`src/rtl/core/ssg_pkg.sv`:
```
// Types, constants and the arctangent table shared by the seek steering guidance unit.
package ssg_pkg;

    localparam int XW       = 36;
    localparam int ZW       = 28;
    localparam int EW       = 25;
    localparam int ANG_FRAC = 24;
    localparam int DIST_W   = 26;

    localparam logic signed [ZW-1:0] PI_Z       = 28'sd52707179;
    localparam logic signed [17:0]   PI_Q13     = 18'sd25736;
    localparam logic signed [17:0]   TWO_PI_Q13 = 18'sd51472;
    localparam logic [29:0]          GAIN_Q30   = 30'd652032874;
    localparam logic [16:0]          DIV3_RECIP = 17'd43691;
    localparam logic [DIST_W-1:0]    DIST_MAX   = 26'h3FFFFFF;

    typedef enum logic [1:0] {
        CFG_GOAL_X = 2'd0,
        CFG_GOAL_Y = 2'd1,
        CFG_CRUISE = 2'd2,
        CFG_TOL    = 2'd3
    } t_cfg_reg;

    typedef struct packed {
        logic                 zero;
        logic signed [15:0]   yaw;
        logic signed [XW-1:0] x;
        logic signed [XW-1:0] y;
        logic signed [ZW-1:0] z;
    } t_cordic;

    function automatic logic signed [ZW-1:0] atan_entry(input int unsigned idx);
        logic [ZW-1:0] one;
        one = ZW'(1);
        case (idx)
            0:       atan_entry = 28'sd13176795;
            1:       atan_entry = 28'sd7778716;
            2:       atan_entry = 28'sd4110060;
            3:       atan_entry = 28'sd2086331;
            4:       atan_entry = 28'sd1047214;
            5:       atan_entry = 28'sd524117;
            6:       atan_entry = 28'sd262123;
            7:       atan_entry = 28'sd131069;
            default: atan_entry = $signed(one << (ANG_FRAC - idx));
        endcase
    endfunction

endpackage

```
`src/rtl/core/ssg_pre.sv`:
```
// Error vector to the goal and quadrant pre-rotation ahead of the CORDIC row.
module ssg_pre
    import ssg_pkg::*;
(
    input  logic               i_clk,
    input  logic               i_rst_n,
    input  logic               i_en,
    input  logic               i_valid,
    input  logic signed [23:0] i_pos_x,
    input  logic signed [23:0] i_pos_y,
    input  logic signed [15:0] i_yaw,
    input  logic signed [23:0] i_goal_x,
    input  logic signed [23:0] i_goal_y,
    output logic               o_valid,
    output t_cordic            o_data
);

    logic                 r_v0;
    logic signed [EW-1:0] r_ex;
    logic signed [EW-1:0] r_ey;
    logic signed [15:0]   r_yaw0;
    t_cordic              n_data;
    t_cordic              r_data;
    logic                 r_v1;
    logic signed [XW-1:0] w_xs;
    logic signed [XW-1:0] w_ys;

    always_ff @(posedge i_clk) begin
        if (!i_rst_n) begin
            r_v0 <= 1'b0;
            r_v1 <= 1'b0;
        end else if (i_en) begin
            r_v0 <= i_valid;
            r_v1 <= r_v0;
        end
    end

    always_ff @(posedge i_clk) begin
        if (i_en) begin
            r_ex   <= {i_goal_x[23], i_goal_x} - {i_pos_x[23], i_pos_x};
            r_ey   <= {i_goal_y[23], i_goal_y} - {i_pos_y[23], i_pos_y};
            r_yaw0 <= i_yaw;
            r_data <= n_data;
        end
    end

    always_comb begin
        w_xs        = {{3{r_ex[EW-1]}}, r_ex, 8'b0};
        w_ys        = {{3{r_ey[EW-1]}}, r_ey, 8'b0};
        n_data.zero = (r_ex == '0) && (r_ey == '0);
        n_data.yaw  = r_yaw0;
        if (r_ex[EW-1]) begin
            n_data.x = -w_xs;
            n_data.y = -w_ys;
            n_data.z = r_ey[EW-1] ? -PI_Z : PI_Z;
        end else begin
            n_data.x = w_xs;
            n_data.y = w_ys;
            n_data.z = '0;
        end
    end

    assign o_valid = r_v1;
    assign o_data  = r_data;

endmodule

```
`config.mk`:
```
export PLATFORM = sky130hd
export DESIGN_NAME = ssg_pre
export DESIGN_NICKNAME = d
export VERILOG_FILES = /design/src/rtl/core/ssg_pkg.sv /design/src/rtl/core/ssg_pre.sv
export SDC_FILE = /design/constraint.sdc
export NUM_CORES = 1
export LEC_CHECK = 0
export CORE_MARGIN = 2
export CORE_UTILIZATION = 65
export DETAILED_ROUTE_END_ITERATION = 10
export DONT_BUFFER_PORTS = 1
export HOLD_SLACK_MARGIN = 0.12
export PLACE_DENSITY = 0.81
export SYNTH_ARGS = -nofsm -noshare
export SYNTH_HDL_FRONTEND = slang
export SYNTH_SLANG_ARGS = --single-unit
export TNS_END_PERCENT = 50
```
`constraint.sdc`:
```
create_clock -name i_clk -period 3.4 [get_ports i_clk]
set_input_delay 0.34 -clock i_clk [delete_from_list [all_inputs] [get_ports i_clk]]
set_output_delay 0.34 -clock i_clk [all_outputs]
set_load 0.005 [all_outputs]
```
==> run_results.csv <==
group,metric,value,unit
status,run_status,"finished, final reports clean",
clock_tree,htreeDepth,4,
die,initial_standard_cell_utilization_of_the_core,66.6,%
timing,achievable-frequency,343,MHz
clock_tree,tritoncts.num_buffers,17,
timing,holdWs,0.0319,ns
finish,commonest_non_fill_non_tap_cell_in_the_layout,"edfxtp_1",
critical_path,regToRegStartpoint,"r_ex[5]",
routing,avgRoutedWirePerCell,17.6,um
finish,final_core_util,71.9,%
clock_tree,post_cts.resized_instances,0,
pwr,leakagePower,0.00359,uW
critical_path,timing.critical_path.to,"o_data[116]",
finish,layout.cells.most_common_list,"142 x edfxtp_1, 70 x inv_1, 66 x xnor2_1",
hold_path,hold_class,"primary input to flop",
synth,top_flip_flop_cell_by_instance_count_after_synthesis,"edfxtp_1",
clock_tree,cts_buffer_depth,2,
place,input_output_buffers,0,
synth,yosys_register_bits,144,
critical_path,worst_setup_path_startpoint,"r_ex[5]",
die,boundaryPins,234,
die,fp.dieArea,0.0138,sq mm
synth,mappedNetlistArea,0.00840,sq mm
global_route,first_global_vias,5331,
timing,setup_viol,0,
global_route,grt_max_degree,145,
clock_tree,clk_transition_reported_paths,0.06,ns
timing,final.setup_skew,0.00564,ns
routing,first_iter_violations,511,
global_route,overflow,0,
critical_path,setup.worst_path.class,"flop to flop",
finish,num-nets-final,918,
clock_tree,cts_hold_buffers,18,
synth,synth_area_leader_cell,"edfxtp_1",
global_route,grt_pass1_wl,26.2,mm
timing,fin_crit_sh,85.7,%
synth,synth-async-reset-ratio,0,%
timing,grt_setup_unrepaired,"false",
routing,firstDrtPassIters,5,
clock_tree,cts_setup_buffers,0,
die,die_height,118,um
timing,tns,0,ns
critical_path,worst-r2r-setup-slack,0.49,ns
run,cap_viol_max_count,0,
synth,synth.yosys.warnings,0,
die,coreArea,0.0126,sq mm
clock_tree,source_to_sink_clock_delay_at_the_later_pin_of_the_worst_skew_pair,0.42,ns
synth,main_area_contributors_after_synthesis,"edfxtp_1 51%, ha_1 7.4%, xnor2_1 6.9%",
critical_path,setup.worst_path.start_class,"flop",
timing,finalMaxSlewViolations,0,
critical_path,cp.required,3.65,ns
critical_path,worstPathMaxFanout,5,
place,replace_congestion,0.970,
finish,area_growth_syn_to_layout,8.04,%
routing,number_of_vias_per_cell,5.92,
clock_tree,cts.root.buffer_cell,"clkbuf_16",
timing,tightest_slew,0.732,ns
clock_tree,clock_sink_count,144,
routing,routed_wl,16.4,mm
synth,synth-edff-count,142,
global_route,antenna_found_initial,0,
routing,antenna_left,0,
routing,detailroute.via_count,5531,
finish,layout.filler_cells,903,
global_route,track_usage,24.0,%
synth,synth.lib_cells_used.distinct,60,
critical_path,critPathCaptureType,"flop",
timing,max_slew_margin,51.3,%
synth,synth_top_area_share,50.8,%
pwr,max-vdd-ir-drop,0.000358,V
critical_path,critPathArrivalTime,3.17,ns
clock_tree,cts_tree,"yes",
timing,post-route-min-period,2.91,ns
synth,avgSynthCellArea,11.3,sq um
pwr,power_per_cell_area,557,mW/mm^2
die,die_w,118,um
place,dp_hpwl,12.0,mm
finish,insertedDiodeCount,0,
routing,drc_errors,0,
critical_path,end_of_the_worst_register_to_register_path,"o_data[116]",
synth,syn-instance-count,744,
critical_path,worst_reg_to_reg_cells,6,
finish,fraction_of_final_layout_cells_with_drive_strength_greater_than_1,6.42,%
die,rows,41,
timing,final-hold-violation-count,0,
synth,ys_seq_area_share,51.2,%
layout make-up:
type	count	area, sq um	area share, %
Sequential cell	144	4300	47.4
Multi-Input combinational cell	498	3540	39.1
Clock buffer	19	433	4.77
Inverter	70	263	2.89
Tap cell	172	215	2.37
Timing Repair Buffer	19	188	2.07
Clock inverter	13	129	1.42
cells in the mapped netlist (15+ instances only):
cell type,n
a21o_1,22
o21ai_0,37
buf_4,41
edfxtp_1,142
ha_1,50
nand2_1,36
o31ai_1,15
xnor2_1,66
inv_1,70
nor2_1,35
a21oi_1,39
nand2b_1,18
kinds of logic (layout without fill, tap and decap cells):
group | after synthesis | after routing | share of synthesized area [%]
AO/OA/AOI/OAI | 178 | 178 | 14.0
other | 1 | 19 | 0.0446
multiplexers | 4 | 4 | 0.477
XOR/XNOR | 77 | 77 | 8.03
flip-flops | 144 | 144 | 51.2
AND/OR/NAND/NOR | 168 | 168 | 10.9
buffers and inverters | 120 | 121 | 7.37
adder cells (fa/ha/maj) | 52 | 52 | 7.92
layer usage:
layer  wire (um)  GRT usage, %
met1        6870          29.2
met2        7920          39.3
met3        1230          9.21
met4         414          7.91
met5           0             0
where the power goes:
part | leakage [uW] | switching (uW) | internal, uW
sequential | 0.00141 | 199 | 2290
clock | 0.000275 | 742 | 1020
combinational | 0.00190 | 432 | 372
total | 0.00359 | 1370 | 3690
critical path, cell delays in order, from the launching register on:
cell and delay (ns):
edfxtp_1 0.43, or4_4 0.57, or3_4 0.38, or3_4 0.40, or4_4 0.44, or3_4 0.40
nor4_4 0.12
worst min path at each step:
stage | startpoint | endpoint | slack, ns | depth (start not counted)
2_1_floorplan | r_yaw0[0] | o_data[100] | 0.40 | 0
3_3_place_gp | r_yaw0[5] | o_data[105] | 0.40 | 0
3_5_place_dp | r_yaw0[3] | o_data[103] | 0.40 | 0
4_1_cts | i_en | o_data[99] | 0.03 | 0
5_1_grt | i_en | o_data[99] | 0.004 | 0
6_report | i_en | o_data[99] | 0.03 | 0
registers in the layout (all words and copies together), names as in the netlist:
signal / flops
r_ey: 25
o_data: 76
r_ex: 25
o_valid: 1
r_v0: 1
r_yaw0: 16
through the flow:
step / total power (uW) / std cells / cell area (sq um) / setup WS [ns]
5_1_grt: 5290 / 935 / 9080 / 0.402
3_5_place_dp: 3300 / 885 / 8330 / 0.519
2_1_floorplan: 3140 / 762 / 8470 / 0.635
3_3_place_gp: 3260 / 885 / 8330 / 0.572
4_1_cts: 5080 / 935 / 9080 / 0.507
6_report: 5060 / 935 / 9080 / 0.487
Note: power is estimated with default switching activity, not from simulation.
