## src/rtl/core/ssg_pkg.sv

```systemverilog
// Types, constants and the arctangent table shared by the seek steering guidance unit.
package ssg_pkg;

    localparam int XW       = 36;
    localparam int ZW       = 28;
    localparam int EW       = 25;
    localparam int ANG_FRAC = 24;
    localparam int DIST_W   = 26;

    localparam logic signed [ZW-1:0] PI_Z       = 28'sd52707179;
    localparam logic signed [17:0]   PI_Q13     = 18'sd25736;
    localparam logic signed [17:0]   TWO_PI_Q13 = 18'sd51472;
    localparam logic [29:0]          GAIN_Q30   = 30'd652032874;
    localparam logic [16:0]          DIV3_RECIP = 17'd43691;
    localparam logic [DIST_W-1:0]    DIST_MAX   = 26'h3FFFFFF;

    typedef enum logic [1:0] {
        CFG_GOAL_X = 2'd0,
        CFG_GOAL_Y = 2'd1,
        CFG_CRUISE = 2'd2,
        CFG_TOL    = 2'd3
    } t_cfg_reg;

    typedef struct packed {
        logic                 zero;
        logic signed [15:0]   yaw;
        logic signed [XW-1:0] x;
        logic signed [XW-1:0] y;
        logic signed [ZW-1:0] z;
    } t_cordic;

    function automatic logic signed [ZW-1:0] atan_entry(input int unsigned idx);
        logic [ZW-1:0] one;
        one = ZW'(1);
        case (idx)
            0:       atan_entry = 28'sd13176795;
            1:       atan_entry = 28'sd7778716;
            2:       atan_entry = 28'sd4110060;
            3:       atan_entry = 28'sd2086331;
            4:       atan_entry = 28'sd1047214;
            5:       atan_entry = 28'sd524117;
            6:       atan_entry = 28'sd262123;
            7:       atan_entry = 28'sd131069;
            default: atan_entry = $signed(one << (ANG_FRAC - idx));
        endcase
    endfunction

endpackage

```

## src/rtl/core/ssg_post.sv

```systemverilog
// Gain compensation, heading wrap, speed bands and the output register.
module ssg_post
    import ssg_pkg::*;
(
    input  logic              i_clk,
    input  logic              i_rst_n,
    input  logic              i_en,
    input  logic              i_valid,
    input  t_cordic           i_data,
    input  logic [15:0]       i_cruise,
    input  logic [23:0]       i_tol,
    output logic              o_valid,
    output logic [15:0]       o_speed,
    output logic signed [15:0] o_heading,
    output logic              o_moving,
    output logic [DIST_W-1:0] o_distance
);

    // stage A
    logic [XW-2:0]        w_xpos;
    logic signed [ZW-1:0] w_zr;
    logic signed [16:0]   w_bearing;
    logic                 r_va;
    logic                 r_zero_a;
    logic [47:0]          r_plo;
    logic [46:0]          r_phi;
    logic signed [17:0]   r_hraw;
    // stage B
    logic [65:0]          w_sum;
    logic [27:0]          w_dfull;
    logic [DIST_W-1:0]    w_dist;
    logic signed [17:0]   w_h1;
    logic signed [17:0]   w_h2;
    logic                 r_vb;
    logic [DIST_W-1:0]    r_dist;
    logic signed [15:0]   r_head_b;
    // stage C
    logic [DIST_W-1:0]    w_tol;
    logic [DIST_W-1:0]    w_tol3;
    logic [32:0]          w_div3p;
    logic [15:0]          n_speed;
    logic                 n_moving;
    logic                 r_vc;
    logic [15:0]          r_speed;
    logic signed [15:0]   r_heading;
    logic                 r_moving;
    logic [DIST_W-1:0]    r_distance;

    always_comb begin
        w_xpos    = i_data.x[XW-1] ? '0 : i_data.x[XW-2:0];
        w_zr      = i_data.z + ZW'(1024);
        w_bearing = i_data.zero ? '0 : w_zr[ZW-1:11];
    end

    always_comb begin
        w_sum   = {1'b0, r_phi, 18'b0} + {18'b0, r_plo} + (66'd1 << 37);
        w_dfull = w_sum[65:38];
        if (r_zero_a) begin
            w_dist = '0;
        end else if (w_dfull > {2'b0, DIST_MAX}) begin
            w_dist = DIST_MAX;
        end else begin
            w_dist = w_dfull[DIST_W-1:0];
        end
        if (r_hraw >= PI_Q13) begin
            w_h1 = r_hraw - TWO_PI_Q13;
        end else if (r_hraw < -PI_Q13) begin
            w_h1 = r_hraw + TWO_PI_Q13;
        end else begin
            w_h1 = r_hraw;
        end
        if (w_h1 >= PI_Q13) begin
            w_h2 = w_h1 - TWO_PI_Q13;
        end else if (w_h1 < -PI_Q13) begin
            w_h2 = w_h1 + TWO_PI_Q13;
        end else begin
            w_h2 = w_h1;
        end
    end

    always_comb begin
        w_tol   = {2'b0, i_tol};
        w_tol3  = {1'b0, i_tol, 1'b0} + w_tol;
        w_div3p = i_cruise * DIV3_RECIP;
        if (r_dist < w_tol) begin
            n_speed  = '0;
            n_moving = 1'b0;
        end else if (r_dist < w_tol3) begin
            n_speed  = w_div3p[32:17];
            n_moving = 1'b1;
        end else begin
            n_speed  = i_cruise;
            n_moving = 1'b1;
        end
    end

    always_ff @(posedge i_clk) begin
        if (!i_rst_n) begin
            r_va <= 1'b0;
            r_vb <= 1'b0;
            r_vc <= 1'b0;
        end else if (i_en) begin
            r_va <= i_valid;
            r_vb <= r_va;
            r_vc <= r_vb;
        end
    end

    always_ff @(posedge i_clk) begin
        if (i_en) begin
            r_zero_a   <= i_data.zero;
            r_plo      <= w_xpos[17:0] * GAIN_Q30;
            r_phi      <= w_xpos[34:18] * GAIN_Q30;
            r_hraw     <= {w_bearing[16], w_bearing} - {{2{i_data.yaw[15]}}, i_data.yaw};
            r_dist     <= w_dist;
            r_head_b   <= w_h2[15:0];
            r_speed    <= n_speed;
            r_heading  <= r_head_b;
            r_moving   <= n_moving;
            r_distance <= r_dist;
        end
    end

    assign o_valid    = r_vc;
    assign o_speed    = r_speed;
    assign o_heading  = r_heading;
    assign o_moving   = r_moving;
    assign o_distance = r_distance;

endmodule

```

## config.mk

```make
export PLATFORM = sky130hd
export DESIGN_NAME = ssg_post
export DESIGN_NICKNAME = d
export VERILOG_FILES = /design/src/rtl/core/ssg_pkg.sv /design/src/rtl/core/ssg_post.sv
export SDC_FILE = /design/constraint.sdc
export NUM_CORES = 2
export LEC_CHECK = 0
export BUFFER_PORTS_ARGS = -buffer_cell sky130_fd_sc_hd__buf_2
export CAP_MARGIN = 5
export CORE_ASPECT_RATIO = 0.8
export CORE_MARGIN = 1.5
export CORE_UTILIZATION = 44
export CTS_BUF_LIST = sky130_fd_sc_hd__clkbuf_8
export CTS_CLUSTER_DIAMETER = 50
export DETAILED_ROUTE_END_ITERATION = 10
export HOLD_SLACK_MARGIN = 0.05
export PLACE_DENSITY = 0.69
export SLEW_MARGIN = 0
export SYNTH_ARGS = -nofsm -noshare
export SYNTH_HDL_FRONTEND = slang
export SYNTH_SLANG_ARGS = --single-unit
```

## constraint.sdc

```tcl
create_clock -name i_clk -period 15 [get_ports i_clk]
set_input_delay 3 -clock i_clk [delete_from_list [all_inputs] [get_ports i_clk]]
set_output_delay 3 -clock i_clk [all_outputs]
set_load 0.02 [all_outputs]
```

==> results.py <==
metrics = {
    "outcome": {
        "status": "finished clean",
    },
    "sta": {
        "fmax_ghz": 0.0962,
        "clock_skew_ps": 28.8,
        "max-slew-margin-rel_pct": 26.2,
        "period_needed_ps": 10400,
        "period_share_pct": 69.3,
        "hold_violations": 0,
        "setup_viol": 0,
        "report.final.slew_viol_count": 0,
        "fin_tns_setup_ps": 0,
        "rsz0062_at_grt": "no",
        "worst_pin_slew_ps": 1110,
    },
    "clock_network": {
        "clock-sinks": 198,
        "cts_max_path_buffers": 2,
        "numCtsBuffers": 17,
        "ctsHtreeMaxLevel": 4,
        "ctsHoldBuffers": 0,
        "cts-resized-gates": 0,
        "cts_root_buf": "clkbuf_8",
        "clock_latency_ps": 580,
        "post_cts_buffers": 0,
        "clk_pin_slew_worst_paths_ps": 100,
        "cts_tree": "yes",
    },
    "logic_synthesis": {
        "async_flop_share_pct": 0,
        "syn_avg_cell_area_um2": 10.0,
        "ys_ff_latch": 198,
        "ys_types": 91,
        "yosys_warnings": 0,
        "synthFlopType": "edfxtp_1",
        "syn_inst": 3436,
        "synthesis.area_mm2": 0.0344,
        "syn_nets": 4674,
        "yosysSeqAreaShare_pct": 17.2,
        "synth-edff-count": 195,
    },
    "global_route": {
        "grt_pass1_wl_um": 127000,
        "grt_pass1_vias": 24433,
        "grt_overflow": 0,
        "grt_max_degree": 77,
        "antenna_found_initial": 0,
        "track_usage_pct": 20.5,
    },
    "critical_path": {
        "crit_arrival_ps": 10770,
        "start_kind": "primary input",
        "timing.reg2reg.setup_slack_ps": 10070,
        "rr_worst_depth": 15,
        "r2r_start": "r_hraw[17]",
        "crit_fanout": 48,
        "slowest_stage": "buf_2",
        "timing.rr.end": "r_head_b[5]",
        "cp-end-kind": "flop",
        "crit_chain": "buf_2 -> nand2b_1 -> inv_1 -> ha_1 -> inv_1 -> fa_1 -> fa_1 -> inv_1 -> fa_1 -> fa_1 -> inv_1 -> fa_1 -> inv_1 -> ha_1 -> o211ai_1 -> nor2_1 -> a221oi_1 -> o21ai_1 -> a221o_1 -> a41o_1 -> a41oi_1 -> o31ai_1 -> a31o_2 -> a211oi_1",
        "worstPathRequired_ps": 15370,
        "slowest_delay_ps": 660,
        "critical_path_class": "in -> reg",
    },
    "power": {
        "power.total_uw": 7530,
        "ir_drop_uv": 195,
        "powerDensity_mw_per_mm2": 204,
        "power_leakage_uw": 0.0192,
    },
    "floorplan": {
        "rows": 91,
        "io_pins": 221,
        "coreArea_mm2": 0.0772,
        "fp.dieW_um": 316,
        "die-area_mm2": 0.0799,
        "die_h_um": 253,
        "initial_core_util_pct": 44.6,
    },
    "layout": {
        "syn2layout_area_growth_pct": 7.10,
        "diodes": 0,
        "final_net_count": 4836,
        "drive_gt1_share_pct": 7.14,
        "final_common_cell": "inv_1",
        "final_cell_mix": "inv_1, ha_1, fa_1, edfxtp_1, buf_2",
    },
    "detailed_routing": {
        "ant_nets": 0,
        "vias": 23777,
        "viasPerCell": 5.13,
        "drc": 0,
        "wl_per_cell_um": 16.8,
        "drt-initial-drc-count": 1284,
        "totalWireLength_um": 77800,
        "drt-pass1-iter-count": 5,
    },
    "min_path": {
        "min_path_type": "reg -> reg",
        "min_to": "o_heading[1]",
        "min_path_cells": 0,
        "hold_path.startpoint": "r_head_b[1]",
    },
    "placed_design": {
        "post-dp-hpwl_um": 68100,
        "place_congestion": 0.951,
        "port_buffers": 174,
    },
    "run": {
        "drv_cap": 0,
    },
}
[how the worst max path moves through the flow]
stage	cells after the start	start	to
2_1_floorplan	25	i_data[99]	r_phi[43]
3_3_place_gp	24	i_data[99]	r_plo[47]
3_5_place_dp	24	i_data[99]	r_plo[47]
4_1_cts	24	i_data[99]	r_plo[47]
5_1_grt	23	i_data[99]	r_plo[47]
6_report	24	i_data[99]	r_plo[47]
[through the flow]
| step | std cells | hold slack [ps] | utilization (%) | setup slack, ps | cell area, um^2 |
|---|---|---|---|---|---|
| after floorplan | 3436 | 400 | - | 5250 | 34400 |
| after global placement | 4602 | 401 | 47.2 | 4080 | 36500 |
| after detailed placement | 4602 | 405 | 47.2 | 4030 | 36500 |
| after CTS | 4634 | 427 | 47.7 | 4640 | 36800 |
| after global routing | 4634 | 436 | 47.7 | 4190 | 36800 |
| final | 4634 | 428 | 47.7 | 4600 | 36800 |
[state kept, by name, summed over array words and instances (netlist names), 16 cells and up]
register    cells
r_phi          46
r_plo          29
o_distance     26
r_dist         26
r_hraw         18
o_heading      16
o_speed        16
r_head_b       16
[routing by layer]
metal	vias to the layer above	wire (um)	GRT usage, %
li1	11568	-	-
met1	11515	36800	29.1
met2	632	33300	30.7
met3	62	6540	6.54
met4	0	1130	4.06
met5	-	0	0
[layout make-up]
cell class                      instances  area, um^2
Clock buffer                           17         234
Clock inverter                         15         159
Fill cell                            7208       40400
Inverter                              901        3380
Multi-Input combinational cell       2298       24900
Sequential cell                       198        5920
Tap cell                             1023        1280
Timing Repair Buffer                  182         940
[Yosys cell counts (25+ instances only)]
cell type / count / area [um^2]
inv_1: 900 / 3380
ha_1: 597 / 7470
fa_1: 480 / 9610
edfxtp_1: 195 / 5860
nor2_1: 146 / 548
a21oi_1: 135 / 676
xnor2_1: 98 / 858
nand2_1: 87 / 327
o21ai_0: 78 / 390
xor2_1: 68 / 596
a21o_1: 63 / 473
nand2b_1: 44 / 275
nand3_1: 42 / 210
nor2b_1: 42 / 263
nor3_1: 41 / 205
clkbuf_1: 28 / 105
a31oi_1: 25 / 156
nand4_1: 25 / 156
[cell families (layout without fill, tap and decap cells)]
kind of cell,count (synthesis),after routing,synth area share (%)
muxes,18,18,0.527
buffers and inverters,940,1115,10.3
AOI/OAI and AO/OA,515,515,10.3
and+or+nand+nor,521,521,7.71
xor gates and xnor gates,167,167,4.27
adders and majority gates,1077,1077,49.6
DFF,198,198,17.2
[worst max-delay path: cells and delay by family]
family | cells | cell delay, ps
AO/OA/AOI/OAI | 9 | 2740
adder cells (fa/ha/maj) | 7 | 3530
buffers and inverters | 6 | 1170
AND/OR/NAND/NOR | 2 | 330
[where the power goes]
part	switching (uW)	internal [uW]	total (uW)
Sequential	105	1050	1160
Combinational	3470	2550	6030
Clock	225	124	349
Total	3800	3730	7530
No activity file was read; power rests on OpenSTA's default activity.
