[src/rtl/core/ssg_pkg.sv]
// Types, constants and the arctangent table shared by the seek steering guidance unit.
package ssg_pkg;

    localparam int XW       = 36;
    localparam int ZW       = 28;
    localparam int EW       = 25;
    localparam int ANG_FRAC = 24;
    localparam int DIST_W   = 26;

    localparam logic signed [ZW-1:0] PI_Z       = 28'sd52707179;
    localparam logic signed [17:0]   PI_Q13     = 18'sd25736;
    localparam logic signed [17:0]   TWO_PI_Q13 = 18'sd51472;
    localparam logic [29:0]          GAIN_Q30   = 30'd652032874;
    localparam logic [16:0]          DIV3_RECIP = 17'd43691;
    localparam logic [DIST_W-1:0]    DIST_MAX   = 26'h3FFFFFF;

    typedef enum logic [1:0] {
        CFG_GOAL_X = 2'd0,
        CFG_GOAL_Y = 2'd1,
        CFG_CRUISE = 2'd2,
        CFG_TOL    = 2'd3
    } t_cfg_reg;

    typedef struct packed {
        logic                 zero;
        logic signed [15:0]   yaw;
        logic signed [XW-1:0] x;
        logic signed [XW-1:0] y;
        logic signed [ZW-1:0] z;
    } t_cordic;

    function automatic logic signed [ZW-1:0] atan_entry(input int unsigned idx);
        logic [ZW-1:0] one;
        one = ZW'(1);
        case (idx)
            0:       atan_entry = 28'sd13176795;
            1:       atan_entry = 28'sd7778716;
            2:       atan_entry = 28'sd4110060;
            3:       atan_entry = 28'sd2086331;
            4:       atan_entry = 28'sd1047214;
            5:       atan_entry = 28'sd524117;
            6:       atan_entry = 28'sd262123;
            7:       atan_entry = 28'sd131069;
            default: atan_entry = $signed(one << (ANG_FRAC - idx));
        endcase
    endfunction

endpackage

[src/rtl/core/ssg_cell.sv]
// One vectoring CORDIC micro-rotation cell of the row.
module ssg_cell
    import ssg_pkg::*;
#(
    parameter int STAGE = 0
) (
    input  logic    i_clk,
    input  logic    i_rst_n,
    input  logic    i_en,
    input  logic    i_valid,
    input  t_cordic i_data,
    output logic    o_valid,
    output t_cordic o_data
);

    logic signed [XW-1:0] w_xs;
    logic signed [XW-1:0] w_ys;
    logic signed [ZW-1:0] w_at;
    t_cordic              n_data;
    t_cordic              r_data;
    logic                 r_valid;

    always_comb begin
        w_xs        = $signed(i_data.x) >>> STAGE;
        w_ys        = $signed(i_data.y) >>> STAGE;
        w_at        = atan_entry(STAGE);
        n_data.zero = i_data.zero;
        n_data.yaw  = i_data.yaw;
        if (!i_data.y[XW-1]) begin
            n_data.x = i_data.x + w_ys;
            n_data.y = i_data.y - w_xs;
            n_data.z = i_data.z + w_at;
        end else begin
            n_data.x = i_data.x - w_ys;
            n_data.y = i_data.y + w_xs;
            n_data.z = i_data.z - w_at;
        end
    end

    always_ff @(posedge i_clk) begin
        if (!i_rst_n) begin
            r_valid <= 1'b0;
        end else if (i_en) begin
            r_valid <= i_valid;
        end
    end

    always_ff @(posedge i_clk) begin
        if (i_en) begin
            r_data <= n_data;
        end
    end

    assign o_valid = r_valid;
    assign o_data  = r_data;

endmodule

[config.mk]
export PLATFORM = sky130hd
export DESIGN_NAME = ssg_cell
export DESIGN_NICKNAME = d
export VERILOG_FILES = /design/src/rtl/core/ssg_pkg.sv /design/src/rtl/core/ssg_cell.sv
export SDC_FILE = /design/constraint.sdc
export NUM_CORES = 1
export LEC_CHECK = 0
export ABC_AREA = 1
export BUFFER_PORTS_ARGS = -buffer_cell sky130_fd_sc_hd__buf_4
export CAP_MARGIN = 30
export CORE_MARGIN = 1
export CORE_UTILIZATION = 48
export DETAILED_ROUTE_END_ITERATION = 8
export PLACE_DENSITY_LB_ADDON = 0.08
export RECOVER_POWER = 100
export SLEW_MARGIN = 20
export SYNTH_ARGS = -nofsm -noshare
export SYNTH_HDL_FRONTEND = slang
export SYNTH_SLANG_ARGS = --single-unit
[constraint.sdc]
create_clock -name i_clk -period 7.7 [get_ports i_clk]
set_clock_uncertainty 0.1 [all_clocks]
set_input_delay 1.54 -clock i_clk [delete_from_list [all_inputs] [get_ports i_clk]]
set_output_delay 1.54 -clock i_clk [all_outputs]
set_load 0.02 [all_outputs]
==> impl_summary.log, run 1 <==
[metrics] run status: finished with violations
[metrics] violated checks: max-capacitance violations, max-slew violations
[metrics] ANT nets after route: 0
[metrics] maximum number of pins on one net before global-route repair: 76
[metrics] number of global-route vias before repair: 12.9k
[metrics] slew at the pin closest to its max-slew limit: 2.73 ns
[metrics] total area of multi-input combinational cells: 0.00819 mm2
[metrics] clk_lat worst skew: 0.43 ns
[metrics] Initial Util: 0.491
[metrics] sequential fraction of the synthesis area: 0.264
[metrics] most used flip-flop cell after synthesis: edfxtp_1
[metrics] # hold bufs at CTS: 0
[metrics] final-layout setup total negative slack: 0 ns
[metrics] die extent in y: 168 um
[metrics] detailed placement HPWL: 35600 um
[metrics] synthesis-to-finish area growth: 14.8%
[metrics] Die ar.: 0.0283 mm2
[metrics] Vias per Instance: 5.37
[metrics] Final Wtd Congestion: 0.929
[metrics] total CTS buffers: 17
[metrics] crit-path max FO: 23
[metrics] number of instances resized during post-cts repair: 0
[metrics] total leakage power: 7.62 nW
[metrics] average cell area after synthesis: 6.74 um2
[metrics] Achievable Freq: 204 MHz
[metrics] number of antenna violations at the first check in global routing: 0
[metrics] post-CTS setup-driven buffer insertion count: 0
[metrics] launching element type of the critical path: primary input
[metrics] TritonCTS clock tree: built
[metrics] number of optimization iterations in the first detailed-route pass: 6
[metrics] Root Buffer: clkbuf_16
[metrics] clock-pin transition on the worst setup and hold timing paths: 0.07 ns
[metrics] Required @ worst endpoint: 7.87 ns
[metrics] data arrival time of the worst path: 5.08 ns
[metrics] Warnings, synthesis: 0
[metrics] max capacitance violation total: 1
[metrics] total count of hold-check failures in the final report: 0
[metrics] post-synthesis net count: 2230
[metrics] unrepaired setup endpoints after global routing: false
[metrics] global-route wire length before repair: 67000 um
[metrics] time the final worst path needs with I/O delays and setup: 4.91 ns
[metrics] Yosys cell types: 48
[metrics] fillcell total: 2789
[metrics] endpoint kind of the worst setup timing path: flip-flop
[metrics] areal power density over the cells: 177 mW/mm2
[metrics] path type of the worst min-delay path: flip-flop to flip-flop
[metrics] DR iter-0 viols: 973
[metrics] footprint of the flip-flops and latches: 0.00350 mm2
[metrics] Total Nets Final: 2441
[metrics] Worst Setup Path Type: primary input to flip-flop
[metrics] Placeable Area: 0.0270 mm2
[metrics] Netlist Area Pre-Place: 0.0133 mm2
[metrics] TritonCTS sink count: 117
[metrics] fin area: 0.0152 mm2
[metrics] FP Rows: 60
[metrics] grt total ovfl: 0
[metrics] via count: 13.6k
[metrics] number of register bits inferred by synthesis: 117
[metrics] final antenna diode count: 0
[metrics] Setup-failing EPs final: 0
[metrics] maximum resistive drop on vdd: 0.000121 V
[metrics] post-route fraction of the period consumed by the critical path: 0.638
[metrics] most used cells in the layout excluding fill and tap cells: 564 x nand2_1, 303 x inv_1, 166 x nand3_1
[metrics] DRC violation count after routing: 0
[metrics] number of max-slew violations in the final report: 45
[metrics] detailed-route wire length per cell: 17.3 um
[metrics] Routed WL: 43700 um
[metrics] number of standard cells after synthesis: 1970
[metrics] total global routing track utilization: 0.305
[metrics] IO Port Bufs: 238
[metrics] relative slew slack: -0.822
[metrics] count of flip-flops with a built-in enable after synthesis: 116
[metrics] count of H-tree levels built during CTS: 4
[metrics] post-place instance area: 0.0151 mm2
[metrics] die outline width: 168 um
[metrics] buffer levels on the longest clock path: 2
[metrics] Synth async-reset ratio: 0
[metrics] commonest non-fill, non-tap cell in the layout: nand2_1
[metrics] proportion of layout cells with a drive suffix above 1: 0.104
[metrics] number of top-level pins: 239
==> routing by layer <==
layer | track usage | vias to the layer above | wire [um]
li1 | - | 6788 | -
met1 | 0.398 | 6227 | 19400
met3 | 0.0433 | 66 | 3060
met2 | 0.514 | 532 | 20000
met5 | 0 | - | 0
met4 | 0.107 | 0 | 1270
==> stage by stage <==
step	cells	hold WS, ns	total power [mW]	utilization	setup WS (ns)
4_1_cts	2534	0.509	2.77	0.581	3.92
3_5_place_dp	2502	0.488	1.96	0.560	3.46
2_1_floorplan	1970	0.506	1.57	-	3.69
3_3_place_gp	2502	0.425	1.95	0.560	3.52
6_report	2535	0.518	2.70	0.564	2.79
5_1_grt	2535	0.616	2.84	0.564	2.59
==> Yosys cell counts (all sizes together) (9+ instances only) <==
| cell | n | area share |
|---|---|---|
| nand2 | 584 | 0.17 |
| nand3 | 171 | 0.067 |
| ha | 135 | 0.13 |
| buf | 44 | 0.027 |
| o21ai | 108 | 0.043 |
| nor3 | 24 | 0.011 |
| o22ai | 11 | 0.0052 |
| inv | 313 | 0.089 |
| nor2 | 176 | 0.057 |
| a21o | 9 | 0.0051 |
| o21bai | 16 | 0.010 |
| nand4 | 11 | 0.0052 |
| xor2 | 43 | 0.028 |
| a21oi | 157 | 0.061 |
| edfxtp | 116 | 0.26 |
==> registers in the layout, summed over array words and instances (netlist names) <==
register  flops
o_data      116
o_valid       1
==> worst max-delay path, stage by stage <==
cell and delay, ns:
clkbuf_1 0.80, inv_1 0.64, ha_1 0.46, nand2_1 0.04, o21ai_0 0.38, a21boi_0 0.31, o21ai_0 0.47, nand3_1 0.13
nand2_1 0.11, xor2_1 0.17
==> power by group <==
group,switching (mW),internal (mW),total [mW]
Clock,0.376,0.432,0.808
Sequential,0.0278,0.817,0.845
Combinational,0.731,0.318,1.05
==> area by class of cell <==
cell class,count,area share
sequential,117,0.230
tap,341,0.0280
timing repair buffer,242,0.0897
multi-input combinational,1490,0.537
inverter,313,0.0773
clock buffer,17,0.0279
clock inverter,15,0.0100
==> logic make-up (layout without fill, tap and decap cells) <==
logic type               Yosys count  in the layout  share of synthesized area
AO/OA/AOI/OAI                    316            316                      0.132
AND/OR/NAND/NOR                  984            984                      0.320
buffers and inverters            363            587                      0.117
flip-flops                       117            117                      0.264
adder cells (fa/ha/maj)          139            139                      0.133
XOR/XNOR                          50             50                     0.0330
multiplexers                       1              1                   0.000754
==> worst paths after layout <==
| path | slack (ns) | cells after the start | to | from |
|---|---|---|---|---|
| min | 0.52 | 2 | o_valid | o_valid |
| max | 2.79 | 10 | o_data[17] | i_data[63] |
| max reg2reg | 6.89 | 2 | o_valid | o_valid |
| min reg2reg | 0.52 | 2 | o_valid | o_valid |
(Power assumes the default switching activity.)
==> run 2: changes to the inputs <==
Settings changed: ABC_AREA 1 to 0.
Clock period 7.7 ns to 5 ns, I/O delays scaled along.
==> impl_summary.log, run 2 <==
[metrics] run status: finished with violations
[metrics] violated checks: max-capacitance violations, max-slew violations
[metrics] FP Rows: 55 (-8.3%)
[metrics] TritonCTS clock tree: built
[metrics] TritonCTS sink count: 117 (unchanged)
[metrics] fillcell total: 2158 (-23%)
[metrics] clk_lat worst skew: 0.43 ns (about the same)
[metrics] Root Buffer: clkbuf_16
[metrics] detailed-route wire length per cell: 20.0 um (+16%)
[metrics] top cells by area, synth: edfxtp_1 31%, ha_1 15%, a21oi_1 7.1%
[metrics] max capacitance violation total: 2 (+1)
[metrics] number of register bits inferred by synthesis: 117 (unchanged)
[metrics] area share of the largest cell type after synthesis: 0.310 (+0.0472)
[metrics] final antenna diode count: 0 (unchanged)
[metrics] global routing usage on met1: 0.408 (+0.00978)
[metrics] die extent in y: 155 um (-7.8%)
[metrics] global-route layer with the greatest usage: met2
[metrics] commonest non-fill, non-tap cell in the layout: a21oi_1
[metrics] total leakage power: 5.73 nW (-25%)
[metrics] total area of multi-input combinational cells: 0.00701 mm2 (-14%)
[metrics] die outline width: 155 um (-7.8%)
[metrics] met2 Resource Use GR: 0.488 (-0.0258)
[metrics] leading cell type by number of instances after synthesis: a21oi_1
[metrics] Internal Pwr Total: 2.53 mW (+62%)
[metrics] via count: 10.8k (-21%)
[metrics] time the final worst path needs with I/O delays and setup: 4.38 ns
[metrics] post-synthesis net count: 1553 (-30%)
[metrics] most used flip-flop cell after synthesis: edfxtp_1
[metrics] sequential fraction of the synthesis area: 0.311 (+0.0474)
[metrics] Vias per Instance: 5.88 (+9.6%)
[metrics] total CTS buffers: 17 (unchanged)
[metrics] part of the total power dissipated in combinational logic: 0.359 (-0.029)
[metrics] maximum number of pins on one net before global-route repair: 51 (-33%)
[metrics] Final Wtd Congestion: 0.990 (+6.6%)
[metrics] number of top-level pins: 239 (unchanged)
[metrics] proportion of layout cells with a drive suffix above 1: 0.116 (+0.0123)
[metrics] worst hold slack across all endpoints: 0.450 ns (-0.0683 ns)
[metrics] count of H-tree levels built during CTS: 4 (unchanged)
[metrics] count of flip-flops with a built-in enable after synthesis: 116 (unchanged)
[metrics] maximum resistive drop on vdd: 0.000205 V (+70%)
[metrics] number of instances resized during post-cts repair: 0 (unchanged)
[metrics] areal power density over the cells: 307 mW/mm2 (+73%)
[metrics] Setup-failing EPs final: 0 (unchanged)
[metrics] buffer levels on the longest clock path: 2 (unchanged)
[metrics] Total Nets Final: 1770 (-27%)
[metrics] final-layout setup total negative slack: 0 ns (unchanged)
[metrics] global-route wire length before repair: 56400 um (-16%)
[metrics] number of standard cells after synthesis: 1293 (-34%)
[metrics] synthesis-to-finish area growth: 18.8%
[metrics] footprint of the flip-flops and latches: 0.00350 mm2 (unchanged)
[metrics] unrepaired setup endpoints after global routing: false
[metrics] Yosys cell types: 80 (+67%)
[metrics] Achievable Freq: 228 MHz
[metrics] relative slew slack: -0.857 (-0.0354)
[metrics] average cell area after synthesis: 8.70 um2 (+29%)
[metrics] number of max-slew violations in the final report: 98 (+120%)
[metrics] global-route track usage on met3: 0.0421 (-0.00119)
[metrics] Netlist Area Pre-Place: 0.0113 mm2 (-15%)
[metrics] Worst Setup Path Type: primary input to flip-flop
[metrics] number of optimization iterations in the first detailed-route pass: 5 (-1)
[metrics] total count of hold-check failures in the final report: 0 (unchanged)
[metrics] power spent charging and discharging nets: 1.57 mW (+38%)
[metrics] post-CTS setup-driven buffer insertion count: 0 (unchanged)
[metrics] endpoint kind of the worst setup timing path: flip-flop
[metrics] Routed WL: 36800 um (-16%)
[metrics] switching power share of the total: 0.382 (-0.0380)
[metrics] # hold bufs at CTS: 0 (unchanged)
[metrics] Required @ worst endpoint: 5.07 ns (-2.80 ns)
[metrics] path type of the worst min-delay path: flip-flop to flip-flop
[metrics] data arrival time of the worst path: 4.44 ns (-0.64 ns)
[metrics] Initial Util: 0.492 (+0.00133)
[metrics] slew at the pin closest to its max-slew limit: 2.79 ns (+0.0532 ns)
[metrics] launching element type of the critical path: primary input
[metrics] Clock Power Share: 0.316 (+0.017)
[metrics] number of global-route vias before repair: 10.4k (-20%)
[metrics] grt total ovfl: 0 (unchanged)
[metrics] clock-pin transition on the worst setup and hold timing paths: 0.06 ns (about the same)
[metrics] IO Port Bufs: 238 (unchanged)
[metrics] Placeable Area: 0.0228 mm2 (-15%)
[metrics] detailed placement HPWL: 28600 um (-20%)
[metrics] most used cells in the layout excluding fill and tap cells: 159 x a21oi_1, 135 x ha_1, 126 x clkbuf_1
[metrics] crit-path max FO: 12 (-48%)
[metrics] Synth async-reset ratio: 0 (unchanged)
[metrics] DR iter-0 viols: 1018 (+4.6%)
[metrics] post-route fraction of the period consumed by the critical path: 0.875
[metrics] top cells by instance count after synthesis: 159 x a21oi_1, 135 x ha_1, 116 x edfxtp_1, 116 x inv_1, 101 x nor2_1
[metrics] Largest register FFs: 116 (unchanged)
[metrics] ANT nets after route: 0 (unchanged)
[metrics] total global routing track utilization: 0.302 (-0.00263)
[metrics] Die ar.: 0.0241 mm2 (-15%)
[metrics] sequential cell fraction of total power: 0.325 (+0.012)
[metrics] number of antenna violations at the first check in global routing: 1 (+1)
[metrics] DRC violation count after routing: 0 (unchanged)
[metrics] dominant cell type by area after synthesis: edfxtp_1
[metrics] Warnings, synthesis: 0 (unchanged)
## run 2: cell types whose count changed after synthesis, moves of 21 or more
cell / before / now
nand2_1: 563 / 75
a21o_1: 9 / 38
nor2_1: 151 / 101
inv_1: 303 / 116
xnor2_1: 7 / 71
nand3_1: 164 / 20
xor2_1: 43 / 22
## run 2: per-stage QoR
stage | utilization | worst slack [ns] | instance area [um2] | std cells | total power [mW]
2_1_floorplan | - | 0.731 | 11300 | 1293 | 2.32
3_3_place_gp | 0.581 | 0.580 | 13300 | 1804 | 2.92
3_5_place_dp | 0.581 | 0.624 | 13300 | 1804 | 2.93
4_1_cts | 0.607 | 1.03 | 13900 | 1836 | 4.22
5_1_grt | 0.585 | 0.448 | 13400 | 1836 | 4.28
6_report | 0.585 | 0.623 | 13400 | 1836 | 4.10
## run 2: critical path, cell delays in order
cell and delay, ns:
clkbuf_1 0.13, inv_1 0.08, ha_1 0.58, inv_1 0.26
a21oi_1 0.18, o31ai_1 0.10, nor3_1 0.40, o211ai_2 0.27
a2111oi_0 0.90, nor4b_1 0.21, a21oi_1 0.23, xor2_1 0.09
## run 2: logic make-up after synthesis
family                     Yosys count  synth area share
and+or+nand+nor                    315             0.134
buffers and inverters              175            0.0623
AOI/OAI and AO/OA                  442             0.252
adders and majority gates          139             0.157
muxes                               12            0.0107
DFF                                117             0.311
xor gates and xnor gates            93            0.0724
## run 2: worst paths after layout
kind | from | endpoint | slack (ns) | depth (start not counted)
worst min register to register | o_valid | o_valid | 0.45 | 2
worst max-delay path | i_data[47] | o_data[62] | 0.62 | 12
worst min-delay path | o_valid | o_valid | 0.45 | 2
worst max register to register | o_valid | o_valid | 4.28 | 2
## run 2: area by class of cell
cell class | count | share of cell area
clock buffers | 17 | 0.0318
clock inverters | 15 | 0.0127
inverters | 123 | 0.0346
multi-input cells | 1001 | 0.525
flip-flops and latches | 117 | 0.262
well taps | 313 | 0.0293
repair buffers | 250 | 0.105
## run 2: power groups by stage
stage          logic, mW  registers (mW)  clock network [mW]
2_1_floorplan      0.777            1.54                   0
3_3_place_gp        1.57            1.35                   0
3_5_place_dp        1.57            1.35                   0
4_1_cts             1.58            1.33                1.31
5_1_grt             1.59            1.34                1.35
6_report            1.47            1.33                1.30
## run 2: per-layer routing
| layer | part of all wire | vias to the layer above |
|---|---|---|
| met5 | 0 | - |
| met4 | 0.038 | 0 |
| met3 | 0.077 | 86 |
| met2 | 0.45 | 539 |
| met1 | 0.44 | 5064 |
| li1 | - | 5115 |
==> run 3: changes to the inputs <==
Settings changed: ABC_AREA 0 to 1, GPL_TIMING_DRIVEN set to 0.
==> impl_summary.log, run 3 (synthesis results as in run 1) <==
[metrics] run status: finished with violations
[metrics] violated checks: max-capacitance violations, max-slew violations
[metrics] final-layout setup total negative slack: 0 ns (unchanged)
[metrics] die extent in y: 168 um (+8.5%)
[metrics] maximum resistive drop on vdd: 0.000182 V (-11%)
[metrics] ANT nets after route: 0 (unchanged)
[metrics] areal power density over the cells: 278 mW/mm2 (-9.2%)
[metrics] IO Port Bufs: 238 (unchanged)
[metrics] Vias per Instance: 5.40 (-8.3%)
[metrics] buffer levels on the longest clock path: 2 (unchanged)
[metrics] slew at the pin closest to its max-slew limit: 2.07 ns (-0.720 ns)
[metrics] number of optimization iterations in the first detailed-route pass: 6 (+1)
[metrics] number of global-route vias before repair: 13.1k (+26%)
[metrics] most common cell type on the critical path: nand2_1
[metrics] count of H-tree levels built during CTS: 4 (unchanged)
[metrics] commonest non-fill, non-tap cell in the layout: nand2_1
[metrics] post-place instance area: 0.0155 mm2 (+17%)
[metrics] detailed placement HPWL: 38000 um (+33%)
[metrics] number of max-slew violations in the final report: 121 (+23%)
[metrics] final antenna diode count: 0 (unchanged)
[metrics] maximum number of pins on one net before global-route repair: 86 (+69%)
[metrics] Achievable Freq: 219 MHz (-4.1%)
[metrics] total count of hold-check failures in the final report: 0 (unchanged)
[metrics] grt total ovfl: 0 (unchanged)
[metrics] Slowest-stage cell, CP: buf_2
[metrics] chain of cells forming the critical path: buf_4 > clkbuf_1 > inv_1 > clkbuf_1 > buf_2 > ha_1 > a21oi_1 > nand2_1 > a21oi_1 > o21ai_0 > nand2_1 > nand2_1 > nand2_1 > nand2_1 > nand2_1 > nand2_1
[metrics] synthesis-to-finish area growth: 17.4%
[metrics] path type of the worst min-delay path: flip-flop to flip-flop
[metrics] setup slack on the worst flop-to-flop path: 4.18 ns (-0.10 ns)
[metrics] total leakage power: 7.82 nW (+37%)
[metrics] crit-path max FO: 23 (+11)
[metrics] core utilization of the finished layout: 0.577 (-0.00816)
[metrics] Root Buffer: clkbuf_16
[metrics] Initial Util: 0.491 (-0.00133)
[metrics] number of instances resized during post-cts repair: 0 (unchanged)
[metrics] DRC violation count after routing: 0 (unchanged)
[metrics] die outline width: 168 um (+8.5%)
[metrics] number of top-level pins: 239 (unchanged)
[metrics] TritonCTS clock tree: built
[metrics] # hold bufs at CTS: 0 (unchanged)
[metrics] post-route fraction of the period consumed by the critical path: 0.913 (+0.0376)
[metrics] Routed WL: 46500 um (+26%)
[metrics] CP bufs+invs: 5 (+2)
[metrics] max capacitance violation total: 2 (unchanged)
[metrics] number of antenna violations at the first check in global routing: 0 (-1)
[metrics] FP Rows: 60 (+9.1%)
[metrics] most used cells in the layout excluding fill and tap cells: 568 x nand2_1, 303 x inv_1, 166 x nand3_1
[metrics] fin area: 0.0156 mm2 (+17%)
[metrics] total CTS buffers: 17 (unchanged)
[metrics] Die ar.: 0.0283 mm2 (+18%)
[metrics] total global routing track utilization: 0.324 (+0.0215)
[metrics] launching element type of the critical path: primary input
[metrics] post-CTS setup-driven buffer insertion count: 0 (unchanged)
[metrics] TritonCTS sink count: 117 (unchanged)
[metrics] time the final worst path needs with I/O delays and setup: 4.57 ns (+0.188 ns)
[metrics] Total Nets Final: 2488 (+41%)
[metrics] Setup-failing EPs final: 0 (unchanged)
[metrics] Final Wtd Congestion: 0.968 (-2.3%)
[metrics] clock-pin transition on the worst setup and hold timing paths: 0.07 ns (about the same)
[metrics] DR iter-0 viols: 1245 (+22%)
[metrics] unrepaired setup endpoints after global routing: false
[metrics] Largest delay share family, worst path: buffers and inverters
[metrics] global-route wire length before repair: 69700 um (+24%)
[metrics] clk_lat worst skew: 0.43 ns (about the same)
[metrics] Largest register FFs: 116 (unchanged)
[metrics] via count: 13.9k (+29%)
[metrics] proportion of layout cells with a drive suffix above 1: 0.114 (-0.00243)
[metrics] Placeable Area: 0.0270 mm2 (+18%)
[metrics] endpoint kind of the worst setup timing path: flip-flop
[metrics] Required @ worst endpoint: 5.09 ns (+0.02 ns)
[metrics] relative slew slack: -0.377 (+0.480)
[metrics] detailed-route wire length per cell: 18.0 um (-10%)
[metrics] Worst Setup Path Type: primary input to flip-flop
[metrics] data arrival time of the worst path: 4.66 ns (+0.22 ns)
[metrics] maximum single-stage delay on the critical path: 0.72 ns (-0.18 ns)
[run 3: cell types whose count changed in the layout (fill, tap and decap cells not counted), moves of 29 or more]
cell	before	now
nand2_1	75	568
inv_1	116	303
nand3_1	20	166
xnor2_1	71	7
nor2_1	101	153
a21o_1	38	9
[run 3: where the power goes]
group	internal [mW]	switching (mW)	total, mW
combinational	0.516	1.16	1.68
clock	0.807	0.563	1.37
sequential	1.26	0.0346	1.29
[run 3: layout make-up]
type / instances / area, um2
Buffer: 50 / 358
Clock buffer: 17 / 425
Clock inverter: 15 / 204
Fill cell: 2762 / 11400
Inverter: 313 / 1180
Multi-Input combinational cell: 1490 / 8160
Sequential cell: 117 / 3500
Tap cell: 341 / 427
Timing Repair Buffer: 239 / 1330
[run 3: per-layer routing]
layer,vias to the layer above,share of wire,track usage,wire length [um]
li1,6876,-,-,-
met1,6332,0.43,0.425,20100
met2,640,0.45,0.542,21100
met3,88,0.083,0.0477,3850
met4,0,0.030,0.111,1380
met5,-,0,0,0
[run 3: final timing paths]
kind | start | depth (start not counted) | to
hold / removal | o_valid | 2 | o_valid
hold reg to reg | o_valid | 2 | o_valid
setup / recovery | i_data[63] | 16 | o_data[18]
setup reg to reg | o_valid | 2 | o_valid
[run 3: tightest hold or removal path, stage by stage (launching register included)]
cell     delay, ns
dfxtp_1       0.31
o21ai_0       0.15
a21oi_1       0.04
[run 3: stage by stage]
step	hold slack (ns)	cells	setup WS, ns	total power, mW
CTS	0.454	2582	0.703	4.45
detailed placement	0.440	2550	0.278	3.08
finish	0.444	2582	0.435	4.34
global route	0.482	2582	0.245	4.56
global placement	0.423	2549	0.289	3.06
floorplan	0.506	1970	1.53	2.42
